`src/rtl/core/cbr_pkg.sv`:
```
// ----------------------------------------------------------------------------
// Checksummed block receiver package
// Shared widths, event codes and the result record of the block receiver.
// ----------------------------------------------------------------------------
package cbr_pkg;

  localparam int ByteW = 8;
  localparam int LenW  = 16;
  localparam int EvW   = 3;

  // Acknowledge byte that opens every frame.
  localparam logic [ByteW-1:0] ACK_BYTE = 8'hA5;

  // Largest payload length accepted after reset.
  localparam logic [LenW-1:0] MAX_LENGTH_RESET = 16'hFFFF;

  // Event codes reported with each result.
  localparam logic [EvW-1:0] EV_HEADER   = 3'd0;
  localparam logic [EvW-1:0] EV_DATA     = 3'd1;
  localparam logic [EvW-1:0] EV_GOOD     = 3'd2;
  localparam logic [EvW-1:0] EV_BAD_ACK  = 3'd3;
  localparam logic [EvW-1:0] EV_TOO_LONG = 3'd4;
  localparam logic [EvW-1:0] EV_CK_ERR   = 3'd5;

  // One result item.
  typedef struct packed {
    logic [EvW-1:0]   event_res;
    logic [ByteW-1:0] data_byte;
    logic [ByteW-1:0] reply_byte;
    logic [LenW-1:0]  frame_length;
  } cbr_result_t;

endpackage

```
`src/rtl/core/cbr_if.sv`:
```
// ----------------------------------------------------------------------------
// Checksummed block receiver channels
// Valid/ready channels for received bytes, results and configuration.
// ----------------------------------------------------------------------------

// Received byte channel.
interface cbr_in_if;
  logic       valid;
  logic       ready;
  logic [7:0] rx_byte;

  modport source (output valid, output rx_byte, input ready);
  modport sink (input valid, input rx_byte, output ready);
endinterface

// Result channel.
interface cbr_out_if;
  logic        valid;
  logic        ready;
  logic [2:0]  event_res;
  logic [7:0]  data_byte;
  logic [7:0]  reply_byte;
  logic [15:0] frame_length;

  modport source (output valid, output event_res, output data_byte,
                  output reply_byte, output frame_length, input ready);
  modport sink (input valid, input event_res, input data_byte,
                input reply_byte, input frame_length, output ready);
endinterface

// Configuration write channel for the max_length register.
interface cbr_cfg_if;
  logic        valid;
  logic        ready;
  logic [15:0] data;

  modport source (output valid, output data, input ready);
  modport sink (input valid, input data, output ready);
endinterface

```
`src/rtl/core/cbr_frame_fsm.sv`:
```
// ----------------------------------------------------------------------------
// Checksummed block receiver frame state machine
// Holds the deframing state and works out the result for one byte.
// ----------------------------------------------------------------------------
module cbr_frame_fsm (
  input  logic                  clk,
  input  logic                  rst,
  input  logic                  step,
  input  logic [7:0]            rx_byte,
  input  logic [15:0]           max_length,
  output cbr_pkg::cbr_result_t  res
);
  import cbr_pkg::*;

  localparam logic [2:0] PH_WAIT    = 3'd0;
  localparam logic [2:0] PH_LEN_LO  = 3'd1;
  localparam logic [2:0] PH_LEN_HI  = 3'd2;
  localparam logic [2:0] PH_PAYLOAD = 3'd3;
  localparam logic [2:0] PH_CHECK   = 3'd4;

  logic [2:0]       phase;
  logic [2:0]       phase_next;
  logic [LenW-1:0]  payload_length;
  logic [LenW-1:0]  payload_length_next;
  logic [LenW-1:0]  bytes_seen;
  logic [LenW-1:0]  bytes_seen_next;
  logic [ByteW-1:0] running_sum;
  logic [ByteW-1:0] running_sum_next;
  logic [LenW-1:0]  decoded_length;
  logic [ByteW-1:0] sum_plus_byte;

  assign decoded_length = {rx_byte, payload_length[ByteW-1:0]};
  assign sum_plus_byte  = running_sum + rx_byte;

  // Next state and result for the byte presented this cycle.
  always_comb begin
    phase_next          = phase;
    payload_length_next = payload_length;
    bytes_seen_next     = bytes_seen;
    running_sum_next    = running_sum;
    res.event_res       = EV_HEADER;
    res.data_byte       = '0;
    res.reply_byte      = '0;
    unique case (phase)
      PH_LEN_LO: begin
        payload_length_next = {{(LenW-ByteW){1'b0}}, rx_byte};
        running_sum_next    = rx_byte;
        phase_next          = PH_LEN_HI;
      end
      PH_LEN_HI: begin
        payload_length_next = decoded_length;
        running_sum_next    = sum_plus_byte;
        if (decoded_length > max_length) begin
          res.event_res = EV_TOO_LONG;
          phase_next    = PH_WAIT;
        end else if (decoded_length == '0) begin
          phase_next = PH_CHECK;
        end else begin
          phase_next = PH_PAYLOAD;
        end
      end
      PH_PAYLOAD: begin
        running_sum_next = sum_plus_byte;
        bytes_seen_next  = bytes_seen + LenW'(1);
        res.event_res    = EV_DATA;
        res.data_byte    = rx_byte;
        if (bytes_seen_next >= payload_length) begin
          phase_next = PH_CHECK;
        end
      end
      PH_CHECK: begin
        if (sum_plus_byte == '0) begin
          res.event_res  = EV_GOOD;
          res.reply_byte = 8'd0 - running_sum;
        end else begin
          res.event_res = EV_CK_ERR;
        end
        phase_next = PH_WAIT;
      end
      default: begin
        // Waiting for the acknowledge byte; unused codes behave the same.
        payload_length_next = '0;
        bytes_seen_next     = '0;
        running_sum_next    = '0;
        if (rx_byte == ACK_BYTE) begin
          phase_next = PH_LEN_LO;
        end else begin
          res.event_res = EV_BAD_ACK;
          phase_next    = PH_WAIT;
        end
      end
    endcase
    res.frame_length = payload_length_next;
  end

  // State registers advance once per byte handed on to the result stage.
  always_ff @(posedge clk) begin
    if (rst) begin
      phase          <= PH_WAIT;
      payload_length <= '0;
      bytes_seen     <= '0;
      running_sum    <= '0;
    end else if (step) begin
      phase          <= phase_next;
      payload_length <= payload_length_next;
      bytes_seen     <= bytes_seen_next;
      running_sum    <= running_sum_next;
    end
  end

endmodule

```
`src/rtl/core/checksummed_block_receiver_top.sv`:
```
// ----------------------------------------------------------------------------
// Checksummed block receiver
// Deframes acknowledge, length, payload and checksum bytes from a byte link.
// ----------------------------------------------------------------------------
//  Channel  Direction  Payload                                          Role
//  in_ch    sink       rx_byte                                          received byte
//  out_ch   source     event_res, data_byte, reply_byte, frame_length   one result per byte
//  cfg      sink       data                                             max_length write
//
// Each accepted byte is held in the input register, which feeds the frame
// state machine; its result is captured in the result register when the
// input stage advances.
// A new byte is taken every cycle while results are being taken; the input
// register acts as a skid stage, so one byte is still accepted while a
// result waits to be taken. Reset is synchronous and clears the frame state,
// sets max_length to 65535 and empties both stages. Configuration writes are always taken.
module checksummed_block_receiver_top (
  input logic       clk,
  input logic       rst,
  cbr_in_if.sink    in_ch,
  cbr_out_if.source out_ch,
  cbr_cfg_if.sink   cfg
);
  import cbr_pkg::*;

  logic             in_valid;
  logic [ByteW-1:0] in_byte;
  logic             out_valid;
  cbr_result_t      out_res;
  cbr_result_t      step_res;
  logic [LenW-1:0]  max_length;
  logic             advance;

  // The input stage moves on when the result register is free or being taken.
  assign advance     = in_valid && (!out_valid || out_ch.ready);
  assign in_ch.ready = !in_valid || advance;
  assign cfg.ready   = 1'b1;

  // Configuration register.
  always_ff @(posedge clk) begin
    if (rst) begin
      max_length <= MAX_LENGTH_RESET;
    end else if (cfg.valid) begin
      max_length <= cfg.data;
    end
  end

  // Input register.
  always_ff @(posedge clk) begin
    if (rst) begin
      in_valid <= 1'b0;
    end else if (in_ch.ready) begin
      in_valid <= in_ch.valid;
    end
  end

  always_ff @(posedge clk) begin
    if (in_ch.valid && in_ch.ready) begin
      in_byte <= in_ch.rx_byte;
    end
  end

  cbr_frame_fsm u_fsm (
    .clk        (clk),
    .rst        (rst),
    .step       (advance),
    .rx_byte    (in_byte),
    .max_length (max_length),
    .res        (step_res)
  );

  // Result register.
  always_ff @(posedge clk) begin
    if (rst) begin
      out_valid <= 1'b0;
    end else if (advance) begin
      out_valid <= 1'b1;
    end else if (out_ch.ready) begin
      out_valid <= 1'b0;
    end
  end

  always_ff @(posedge clk) begin
    if (advance) begin
      out_res <= step_res;
    end
  end

  assign out_ch.valid        = out_valid;
  assign out_ch.event_res    = out_res.event_res;
  assign out_ch.data_byte    = out_res.data_byte;
  assign out_ch.reply_byte   = out_res.reply_byte;
  assign out_ch.frame_length = out_res.frame_length;

endmodule

```
`src/flat_wrapper.sv`:
```
// flat-port wrapper written by rule: the top's interface ports become plain ports
module checksummed_block_receiver_top_flat import cbr_pkg::*;
  (clk, rst, in_ch_valid, in_ch_rx_byte, in_ch_ready, out_ch_valid, out_ch_event_res, out_ch_data_byte, out_ch_reply_byte, out_ch_frame_length, out_ch_ready, cfg_valid, cfg_data, cfg_ready);
  cbr_in_if in_ch_i ();
  cbr_out_if out_ch_i ();
  cbr_cfg_if cfg_i ();
  input logic clk;
  input logic rst;
  input wire logic [$bits(in_ch_i.valid)-1:0] in_ch_valid;
  input wire logic [$bits(in_ch_i.rx_byte)-1:0] in_ch_rx_byte;
  output wire logic [$bits(in_ch_i.ready)-1:0] in_ch_ready;
  output wire logic [$bits(out_ch_i.valid)-1:0] out_ch_valid;
  output wire logic [$bits(out_ch_i.event_res)-1:0] out_ch_event_res;
  output wire logic [$bits(out_ch_i.data_byte)-1:0] out_ch_data_byte;
  output wire logic [$bits(out_ch_i.reply_byte)-1:0] out_ch_reply_byte;
  output wire logic [$bits(out_ch_i.frame_length)-1:0] out_ch_frame_length;
  input wire logic [$bits(out_ch_i.ready)-1:0] out_ch_ready;
  input wire logic [$bits(cfg_i.valid)-1:0] cfg_valid;
  input wire logic [$bits(cfg_i.data)-1:0] cfg_data;
  output wire logic [$bits(cfg_i.ready)-1:0] cfg_ready;
  assign in_ch_i.valid = in_ch_valid;
  assign in_ch_i.rx_byte = in_ch_rx_byte;
  assign in_ch_ready = in_ch_i.ready;
  assign out_ch_valid = out_ch_i.valid;
  assign out_ch_event_res = out_ch_i.event_res;
  assign out_ch_data_byte = out_ch_i.data_byte;
  assign out_ch_reply_byte = out_ch_i.reply_byte;
  assign out_ch_frame_length = out_ch_i.frame_length;
  assign out_ch_i.ready = out_ch_ready;
  assign cfg_i.valid = cfg_valid;
  assign cfg_i.data = cfg_data;
  assign cfg_ready = cfg_i.ready;
  checksummed_block_receiver_top u_core (.clk(clk), .rst(rst), .in_ch(in_ch_i), .out_ch(out_ch_i), .cfg(cfg_i));
endmodule
```
`config.mk`:
```
export PLATFORM = sky130hd
export DESIGN_NAME = checksummed_block_receiver_top_flat
export DESIGN_NICKNAME = d
export VERILOG_FILES = /design/src/rtl/core/cbr_pkg.sv /design/src/rtl/core/cbr_if.sv /design/src/rtl/core/cbr_frame_fsm.sv /design/src/rtl/core/checksummed_block_receiver_top.sv /design/src/flat_wrapper.sv
export SDC_FILE = /design/constraint.sdc
export NUM_CORES = 1
export LEC_CHECK = 0
export ABC_AREA = 1
export BUFFER_PORTS_ARGS = -buffer_cell sky130_fd_sc_hd__buf_2
export CORE_UTILIZATION = 45
export DETAILED_ROUTE_END_ITERATION = 10
export PLACE_DENSITY = 0.72
export SETUP_SLACK_MARGIN = 0.4
export SYNTH_ARGS = -nofsm -noshare
export SYNTH_HDL_FRONTEND = slang
export SYNTH_SLANG_ARGS = --single-unit
```
`constraint.sdc`:
```
create_clock -name clk -period 3 [get_ports clk]
set_clock_uncertainty 0.2 [all_clocks]
set_input_delay 0.3 -clock clk [delete_from_list [all_inputs] [get_ports clk]]
set_output_delay 0.3 -clock clk [all_outputs]
set_load 0.005 [all_outputs]
```
==> qor.csv <==
stage;metric;value;unit
clock_tree;Clk Latency, worst-skew pair;350;ps
synthesis;area share of the largest cell type after synthesis;23.7;%
placement;HPWL Detailed;9.42;mm
setup_path;kind of end point of the critical path;flip-flop;
setup_path;Worst EP arrival;2770;ps
placement;gpl congestion;0.867;
sta;setup_tns;0;ps
grt;GRT Residual Overflow;0;
clock_tree;CTS tree;built;
detailed_routing;Vias/cell;5.40;
detailed_routing;total number of vias;4833;
die;die width;112;um
synthesis;Async S/R FF share, synth;0;%
clock_tree;total clock sinks;104;
sta;Slew HR;49.9;%
synthesis;Post-Syn Nets;720;
setup_path;Worst Path Required;3050;ps
die;Die ar.;12600;um^2
die;height of the chip;112;um
detailed_routing;drt pass-1 iters;8;
synthesis;Post-synth EDFFs;43;
sta;Least-Margin Pin Slew;747;ps
clock_tree;Num CTS Buffers;9;
sta;final setup vio count;0;
run_status;failing checks;DRC;
die;I/O pins;67;
detailed_routing;Initial DRC Count;301;
finish;area delta synth->final;24.1;%
power;Peak VDD IR;249;uV
die;Starting Density;47.0;%
die;FP Rows;39;
clock_tree;Worst-path clk slew;70;ps
job;max cap viols;0;
synthesis;Synth area leader;edfxtp_1;
clock_tree;Clock Tree Root;clkbuf_16;
synthesis;synthesized cell area;5460;um^2
power;Leak;3.15;nW
clock_tree;H-tree depth;3;
synthesis;sequential area share after synthesis;46.1;%
power;pwr dens;498;nW/um^2
finish;fillers;956;
synthesis;post-synthesis cell type count;41;
finish;diode count;0;
placement;placed cell area;5920;um^2
detailed_routing;WL/cell;15.4;um
grt;number of global-route vias before repair;4576;
placement;PortBufs;65;
synthesis;Yosys reg bits;104;
synthesis;top_reg_cell synth;dfxtp_1;
setup_path;crit path max fanout;6;
detailed_routing;# DRC;5;
sta;fmax;368;MHz
sta;minimum clock period;2720;ps
grt;antenna violations before repair;0;
finish;most frequent cells in the layout;nand2_1 (104), inv_1 (86), a21oi_1 (67);
synthesis;Synth area leaders;edfxtp_1 (24%), dfxtp_1 (22%), ha_1 (9.4%);
detailed_routing;routed wire length;13.8;mm
die;core area;11600;um^2
finish;most common cell after layout, fill and taps aside;nand2_1;
setup_path;CP Launch Type;flip-flop;
grt;Tot GR Track Use;21.7;%
setup_path;crit path kind;reg2reg;
detailed_routing;Antenna Nets Post-Route;0;
grt;first-pass GRT wire length;21.5;mm
finish;post-route cell area;6770;um^2
sta;post-route clock period utilization;90.6;%
sta;RSZ-0062 raised after global routing;yes;
synthesis;Syn. warnings;0;
placement;Inst Count DP;843;
clock_tree;clk buf depth;2;
grt;largest net degree at the start of global routing;36;
synthesis;average size of a mapped cell;8.41;um^2
sta;WHS;26.6;ps
finish;final non-filler cell total;895;
run_status;status;finished, violations left;
finish;share of cells above drive strength 1;21.7;%
finish;layout net count;818;
sta;Slew Limit Fails;0;
sta;Final Hold Fails;0;
synthesis;Mapped Cells;649;
worst_hold_path;worst hold path class;in2reg;
sequential cells by signal, summed over array words and instances (netlist names):
register,flops
u_core.u_fsm.phase,3
u_core.out_ch.valid,1
u_core.u_fsm.bytes_seen,16
u_core.u_fsm.running_sum,8
u_core.out_ch.reply_byte,8
u_core.out_ch.frame_length,16
u_core.out_ch.event_res,3
u_core.max_length,16
u_core.u_fsm.payload_length,16
u_core.in_byte,8
u_core.in_valid,1
u_core.out_ch.data_byte,8
synth_stat cells, types with 3 or more instances:
| cell type | n |
|---|---|
| edfxtp_1 | 43 |
| inv_2 | 8 |
| dfxtp_1 | 61 |
| o22ai_1 | 11 |
| xor2_1 | 22 |
| nor3_1 | 4 |
| ha_1 | 41 |
| o21ai_1 | 4 |
| o21ai_0 | 43 |
| a21oi_1 | 68 |
| nand3_1 | 23 |
| nor2_1 | 50 |
| nand2_1 | 110 |
| nor2_4 | 4 |
| a31oi_1 | 5 |
| nand4_1 | 8 |
| a211oi_1 | 3 |
| inv_1 | 93 |
| nor2_2 | 3 |
| nor4_1 | 3 |
| clkbuf_1 | 13 |
power by group:
group	internal [W]	switching, W
sequential	0.00155	0.0000518
clock	0.000753	0.000516
combinational	0.000194	0.000307
worst max-delay path, stage by stage (launching register included):
cell and delay (ps):
dfxtp_2 360, inv_2 60, nor4_4 290, nand2_1 140, buf_4 170, o21bai_1 220, and2_1 170, ha_1 220
nand2_1 80, inv_2 50, o21ai_1 80, nand2_1 80, nor2_2 100, nand4_1 90, nand2_2 140, nand2_1 70
nand2_1 60, nor2_1 40
final cells by class:
cell class | count | area, um^2 | share of cell area (%)
multi-input cells | 425 | 2650 | 39.1
flip-flops and latches | 104 | 2530 | 37.4
repair buffers | 105 | 696 | 10.3
inverters | 102 | 392 | 5.79
clock buffers | 11 | 243 | 3.59
well taps | 143 | 179 | 2.64
clock inverters | 5 | 80.1 | 1.18
worst paths after layout:
| check | startpoint | cells past startpoint | endpoint | slack [ps] |
|---|---|---|---|---|
| hold reg to reg | u_core.max_length[0] | 2 | u_core.max_length[0] | 260 |
| setup / recovery | u_core.u_fsm.bytes_seen[9] | 17 | u_core.u_fsm.phase[2] | 280 |
| hold / removal | cfg_data[6] | 3 | u_core.max_length[6] | 30 |
| setup reg to reg | u_core.u_fsm.bytes_seen[9] | 17 | u_core.u_fsm.phase[2] | 280 |
stage by stage:
step                util [%]  setup WS [ps]  power (W)
CTS                     56.3            400    0.00335
finish                  58.3            283    0.00337
floorplan                  -            444    0.00194
detailed placement      50.9            199    0.00208
global route            58.3            115    0.00350
global placement        50.9            318    0.00206
per-layer routing:
layer  track usage [%]  wire (um)  up-vias  share of wire, %
li1                  -          -     2369                 -
met1              26.0       5910     2249                43
met3              3.40        654       42               4.7
met4              11.2        508        0               3.7
met2              37.7       6720      173                49
met5                 0          0        -                 0
logic make-up (layout without fill, tap and decap cells):
family / Yosys count / count (layout) / synth area share (%)
AND/OR/NAND/NOR: 216 / 216 / 17.6
adder cells (fa/ha/maj): 42 / 42 / 9.77
buffers and inverters: 120 / 223 / 8.62
other: 1 / 1 / 0.0687
flip-flops: 104 / 104 / 46.1
AO/OA/AOI/OAI: 142 / 142 / 14.0
XOR/XNOR: 24 / 24 / 3.85
timing repair:
item	4_1_cts	5_1_grt
gates resized for setup	14	44
hold buffers	23	0
setup buffers	4	9
pin swaps	7	16
setup endpoints to repair	3	14
endpoints found under the hold margin	23	0
(Power assumes the default switching activity.)
